--- src/sv/ikht_ram.sv ---
// Generic single-write, single-read RAM with registered read data.
// No dependencies.
module ikht_ram #(
   parameter int WIDTH = 8,
   parameter int DEPTH = 64,
   localparam int AW = (DEPTH > 1) ? $clog2(DEPTH) : 1
) (
   input  logic             clock,
   input  logic             wr_en,
   input  logic [AW-1:0]    wr_addr,
   input  logic [WIDTH-1:0] wr_data,
   input  logic [AW-1:0]    rd_addr,
   output logic [WIDTH-1:0] rd_data
);

   logic [WIDTH-1:0] mem [DEPTH];
   logic [WIDTH-1:0] rd_data_ff;

   always_ff @(posedge clock) begin
      if (wr_en) begin
         mem[wr_addr] <= wr_data;
      end
      rd_data_ff <= mem[rd_addr];
   end

   assign rd_data = rd_data_ff;

endmodule

--- config.mk ---
export PLATFORM = sky130hd
export DESIGN_NAME = ikht_ram
export DESIGN_NICKNAME = d
export VERILOG_FILES = /design/src/sv/ikht_ram.sv
export SDC_FILE = /design/constraint.sdc
export NUM_CORES = 1
export LEC_CHECK = 0
export BUFFER_PORTS_ARGS = -buffer_cell sky130_fd_sc_hd__buf_4
export CAP_MARGIN = 20
export CORE_ASPECT_RATIO = 0.6
export CORE_MARGIN = 2
export CORE_UTILIZATION = 60
export CTS_CLUSTER_SIZE = 14
export DETAILED_ROUTE_END_ITERATION = 8
export PLACE_DENSITY = 0.76
export REMOVE_ABC_BUFFERS = 1
export SETUP_SLACK_MARGIN = 0.5
export SLEW_MARGIN = 20
export SYNTH_ARGS = -nofsm -noshare
export SYNTH_HDL_FRONTEND = slang
export SYNTH_SLANG_ARGS = --single-unit
export TNS_END_PERCENT = 5
--- constraint.sdc ---
create_clock -name clock -period 5.5 [get_ports clock]
set_input_delay 1.1 -clock clock [delete_from_list [all_inputs] [get_ports clock]]
set_output_delay 1.1 -clock clock [all_outputs]
set_load 0.05 [all_outputs]
==> flow_metrics.env, run 1 <==
export IMPL_firstDrtPassIters=5
export IMPL_core_area_mm2=0.03274
export IMPL_final_min_clock_period_ns=3.429
export IMPL_hold_viol=0
export IMPL_synth_edf_count=512
export IMPL_final_cell_area_mm2=0.02216
export IMPL_cp_start_kind="input pin"
export IMPL_hold_path_class="reg2reg"
export IMPL_synth_ff_type="edfxtp_1"
export IMPL_vias=9615
export IMPL_syn_avg_cell_area_um2=21.45
export IMPL_setup_ws_ns=2.071
export IMPL_crit_path_start="rd_addr[1]"
export IMPL_ioPinCount=30
export IMPL_yosys_area_top_type="edfxtp_1"
export IMPL_synth_common_cells="edfxtp_1 (512), mux4_2 (126), nor2_1 (83), mux2i_1 (23), nand2_1 (19)"
export IMPL_grt_overflow=0
export IMPL_nFillCells=2040
export IMPL_yosysMostFrequentCell="edfxtp_1"
export IMPL_grt_pass1_wl_um=63760
export IMPL_vdd_ir_drop_max_mv=0.3526
export IMPL_power_density_mw_per_mm2=356.4
export IMPL_relSlewSlack_pct=29.97
export IMPL_clock_path_buffers=3
export IMPL_postRouteAntennaNets=0
export IMPL_worst_pin_slew_ns=1.024
export IMPL_dp_hpwl_um=25860
export IMPL_drive_gt1_share_pct=23.73
export IMPL_setup_viol=0
export IMPL_status="finished clean"
export IMPL_seq_area_frac_synth_pct=77.03
export IMPL_period_share_pct=62.34
export IMPL_multi_input_area_mm2=0.004325
export IMPL_ys_types=40
export IMPL_start_util_pct=61.61
export IMPL_crit_arrival_ns=3.84
export IMPL_synth_area_leaders="edfxtp_1 (76%), mux4_2 (14%), nor2_1 (1.5%)"
export IMPL_clock_root_buffer="clkbuf_16"
export IMPL_r2r_end="rd_data[1]$_DFF_P_"
export IMPL_syn_area_mm2=0.02017
export IMPL_gp_congestion=0.8163
export IMPL_setup_tns_ns=0
export IMPL_drv_cap=0
export IMPL_rrSetupSlack_ns=3.21
export IMPL_crit_path_max_fanout=45
export IMPL_clk_insertion_delay_late_ns=0.57
export IMPL_post_cts_buffers=0
export IMPL_ctsHoldBuffers=0
export IMPL_diodes=0
export IMPL_worstSetupEndpoint="rd_data[1]$_DFF_P_"
export IMPL_die_area_mm2=0.03514
export IMPL_place_area_mm2=0.02075
export IMPL_grt_max_degree=65
export IMPL_ys_async_sr_fraction_pct=0
export IMPL_drt_vias_per_instance=6.599
export IMPL_slew_violations=0
export IMPL_dpl_worst_slack_ns=1.531
export IMPL_fin_util_pct=67.71
export IMPL_tritoncts="yes"
export IMPL_p_leak_nw=6.838
export IMPL_die_h_um=146.0
export IMPL_yosysTopAreaCellShare_pct=76.24
export IMPL_endpoint_kind="register"
export IMPL_drt_iter0_markers=1318
export IMPL_ff_latch_area_mm2=0.01553
export IMPL_die_w_um=240.7
export IMPL_hp_start="mem[31][6]$_DFFE_PP_"
export IMPL_drc=0
export IMPL_cts_max_level=2
export IMPL_p_total_mw=7.898
export IMPL_synth_cells=940
export IMPL_path_class="in2reg"
export IMPL_cts_resized=0
export IMPL_max_freq_mhz=291.7
export IMPL_fin_worst_skew_ns=0.02234
export IMPL_area_growth_pct=9.902
export IMPL_track_usage_pct=25.48
export IMPL_rows=51
export IMPL_final_cells=1457
export IMPL_synth_seq_cells=520
export IMPL_wl_um=43320
export IMPL_reg2reg_depth=4
export IMPL_path_clk_slew_ns=0.06
export IMPL_numClockSinks=520
export IMPL_drt_wirelength_per_cell_um=29.73
export IMPL_cts_buffers=46
export IMPL_nNetsFinal=999
export IMPL_hold_ws_ns=0.8219
export IMPL_grt_pass1_vias=9579
export IMPL_synth_warnings=0
export IMPL_io_buffer_count=29
export IMPL_crit_required_ns=5.91
export IMPL_r2r_start="mem[46][1]$_DFFE_PP_"
export IMPL_rsz0062_at_grt="no"
export IMPL_antenna_found_initial=1
export IMPL_dp_cells=1379
## worst max-delay path, cell delays in order
cell       delay, ns
buf_4           0.54
buf_12          0.34
mux4_2          0.54
mux2_2          0.28
a221oi_1        0.87
o2bb2ai_1       0.16
## layout by cell type, fill, tap and decap left out, types with 3 or more instances in the layout
cell type  Yosys  layout
clkbuf_16      0      49
o2bb2ai_1      3       3
nand2_1       19      19
edfxtp_1     512     512
clkinv_1       0       9
dfxtp_1        8       8
o2111ai_1      3       3
nor3_1         7       5
a221oi_1       6       6
nand3_1       13      13
nor2_1        83      83
nand3b_1       3       3
o221ai_1       8       8
mux2_2        13      13
buf_4         13      37
a211oi_1       4       4
a22oi_1        3       3
o22ai_1        8       8
clkbuf_1      17      13
nand2b_1       7       7
mux4_2       126     126
a21oi_1        3       3
nor2b_1       14      14
mux2i_1       23      23
## how the worst min path moves through the flow
stage | end | slack, ns | cells past startpoint
after global routing | rd_data[4]$_DFF_P_ | 0.88 | 3
after global placement | rd_data[2]$_DFF_P_ | 0.76 | 4
after detailed placement | rd_data[6]$_DFF_P_ | 0.81 | 3
after CTS | rd_data[6]$_DFF_P_ | 0.82 | 3
after floorplan | rd_data[0]$_DFF_P_ | 0.71 | 4
final | rd_data[6]$_DFF_P_ | 0.82 | 3
## where the power goes
group          switching, mW  total (mW)  internal (mW)
logic                  0.271       0.425          0.155
registers             0.0147        4.40           4.39
clock network           1.35        3.07           1.72
total                   1.64        7.90           6.26
## logic make-up (layout without fill, tap and decap cells)
group	count (synthesis)	after routing	share of synthesized area, %
DFF	520	520	77.03
muxes	162	162	15.94
and+or+nand+nor	153	153	3.387
AOI/OAI and AO/OA	54	54	2.072
buffers and inverters	51	118	1.570
## final cells by class
cell class / instances / share of cell area, %
Clock inverter: 15 / 0.5419
Timing Repair Buffer: 40 / 1.496
Sequential cell: 520 / 70.09
Multi-Input combinational cell: 369 / 19.52
Clock buffer: 63 / 5.815
Tap cell: 450 / 2.540
## routing by layer
metal / up-vias / part of all wire [%] / GRT usage (%)
met5: - / 0 / 0
met4: 0 / 2.3 / 7.019
met3: 82 / 12 / 6.901
met2: 508 / 43 / 34.28
met1: 5040 / 43 / 41.54
li1: 3985 / - / -
## flip-flops by register name (all words and copies together), names as in the netlist
name     count
mem        512
rd_data      8
Note: power is estimated with default switching activity, not from simulation.
==> inputs of run 2 (changes only) <==
==> constraint.sdc (replaced) <==
create_clock -name clock -period 3.6 [get_ports clock]
set_input_delay 0.72 -clock clock [delete_from_list [all_inputs] [get_ports clock]]
set_output_delay 0.72 -clock clock [all_outputs]
set_load 0.05 [all_outputs]
==> run 2 against run 1 <==
Compared with the run above:
- sequential cell count unchanged
- critical path type unchanged
- sequential share of layout area decreased by 1.0 points
- critical path depth decreased by 1
- clock power increased by 45%
==> flow_metrics.env, run 2 (synthesis gave the netlist of run 1 again) <==
export IMPL_status="finished clean"
export IMPL_worst_pin_slew_ns=0.9314
export IMPL_relSlewSlack_pct=37.90
export IMPL_fin_worst_skew_ns=0.01756
export IMPL_vias=9924
export IMPL_tritoncts="yes"
export IMPL_drv_cap=0
export IMPL_diodes=0
export IMPL_p_leak_nw=7.090
export IMPL_dp_hpwl_um=27150
export IMPL_period_share_pct=70.19
export IMPL_power_density_mw_per_mm2=527.0
export IMPL_cp_start_kind="input pin"
export IMPL_gp_congestion=0.8008
export IMPL_cp_slowest_cell="a221oi_1"
export IMPL_clk_insertion_delay_late_ns=0.55
export IMPL_die_area_mm2=0.03514
export IMPL_dpl_worst_slack_ns=0.5377
export IMPL_cpPeakStageDelay_ns=0.81
export IMPL_firstDrtPassIters=5
export IMPL_drt_wirelength_per_cell_um=29.50
export IMPL_die_h_um=146.0
export IMPL_clock_path_buffers=3
export IMPL_crit_chain="buf_4 > mux4_2 > mux2_2 > a221oi_1 > o2bb2ai_1"
export IMPL_ioPinCount=30
export IMPL_numClockSinks=520
export IMPL_layout_commonest_cell="edfxtp_1"
export IMPL_grt_pass1_wl_um=66090
export IMPL_largest_reg_flops=512
export IMPL_clock_root_buffer="clkbuf_16"
export IMPL_drt_vias_per_instance=6.577
export IMPL_cts_resized=0
export IMPL_top_register="mem"
export IMPL_path_class="in2reg"
export IMPL_hold_path_class="in2reg"
export IMPL_endpoint_kind="register"
export IMPL_postRouteAntennaNets=0
export IMPL_path_clk_slew_ns=0.06
export IMPL_grt_max_degree=65
export IMPL_nNetsFinal=1054
export IMPL_start_util_pct=61.61
export IMPL_post_cts_buffers=0
export IMPL_nFillCells=2011
export IMPL_ctsHoldBuffers=0
export IMPL_rows=51
export IMPL_crit_required_ns=4.00
export IMPL_antenna_found_initial=0
export IMPL_rsz0062_at_grt="no"
export IMPL_drive_gt1_share_pct=27.29
export IMPL_final_cells=1509
export IMPL_slew_violations=0
export IMPL_setup_tns_ns=0
export IMPL_wl_um=44520
export IMPL_setup_ws_ns=1.073
export IMPL_vdd_ir_drop_max_mv=0.4047
export IMPL_grt_pass1_vias=9865
export IMPL_cts_max_level=2
export IMPL_core_area_mm2=0.03274
export IMPL_crit_arrival_ns=2.93
export IMPL_hold_viol=0
export IMPL_grt_overflow=0
export IMPL_die_w_um=240.7
export IMPL_cts_buffers=45
export IMPL_setup_viol=0
export IMPL_max_freq_mhz=395.8
export IMPL_drc=0
export IMPL_final_min_clock_period_ns=2.527
export IMPL_final_cell_mix="edfxtp_1 (512), mux4_2 (126), buf_4 (91), nor2_1 (83), clkbuf_16 (45)"
export IMPL_area_growth_pct=11.50
export IMPL_dp_cells=1435
export IMPL_track_usage_pct=26.42
export IMPL_drt_iter0_markers=1473
export IMPL_crit_path_max_fanout=21
export IMPL_io_buffer_count=29
==> run 2: cell types whose count changed in the layout (fill, tap and decap cells not counted), moves of 2 or more <==
cell / delta
buf_4: +54
clkinv_1: -6
clkbuf_8: +2
nor3_1: +2
buf_12: +2
clkbuf_1: +6
nor3_2: -2
clkbuf_16: -4
==> run 2: worst max-delay path: cells and delay by family <==
family	cells	cell delay, ns
AOI/OAI and AO/OA	2	0.96
muxes	2	0.88
buffers and inverters	1	0.35
==> run 2: where the power goes <==
part           switching [mW]  internal (mW)  total [mW]
combinational           0.426          0.253       0.678
sequential             0.0180           6.70        6.72
clock                    2.02           2.43        4.45
==> run 2: cell type report <==
class | count | area, um^2 | share of cell area, %
sequential | 520 | 15530 | 69.09
multi-input combinational | 369 | 4315 | 19.19
clock buffer | 67 | 1239 | 5.509
timing repair buffer | 96 | 777.0 | 3.456
tap | 450 | 563.0 | 2.504
clock inverter | 7 | 56.30 | 0.2504
==> run 2: worst paths after layout <==
path / end / slack, ns / cells past startpoint / from
worst min-delay path: rd_data[2]$_DFF_P_ / 0.56 / 3 / rd_addr[5]
worst min register to register: rd_data[4]$_DFF_P_ / 0.85 / 3 / mem[31][4]$_DFFE_PP_
worst max register to register: rd_data[1]$_DFF_P_ / 1.33 / 4 / mem[47][1]$_DFFE_PP_
worst max-delay path: rd_data[1]$_DFF_P_ / 1.07 / 5 / rd_addr[1]
==> run 2: routing by layer <==
layer	global-route usage [%]	wire length, um	vias to the layer above
li1	-	-	4086
met5	0	0	-
met1	43.36	18570	5126
met2	36.12	19280	637
met4	5.807	866	0
met3	6.882	5811	75
==> run 2: per-stage QoR <==
step                      hold WS (ns)  utilization [%]  cell area (um^2)  power (mW)
after floorplan                 0.7079                -             19850       7.141
after global placement          0.8283            64.73             21190       7.508
after detailed placement        0.8255            64.73             21190       7.523
after CTS                       0.5341            68.69             22490       11.91
after global routing            0.5504            68.69             22490       12.17
final                           0.5572            68.69             22490       11.85
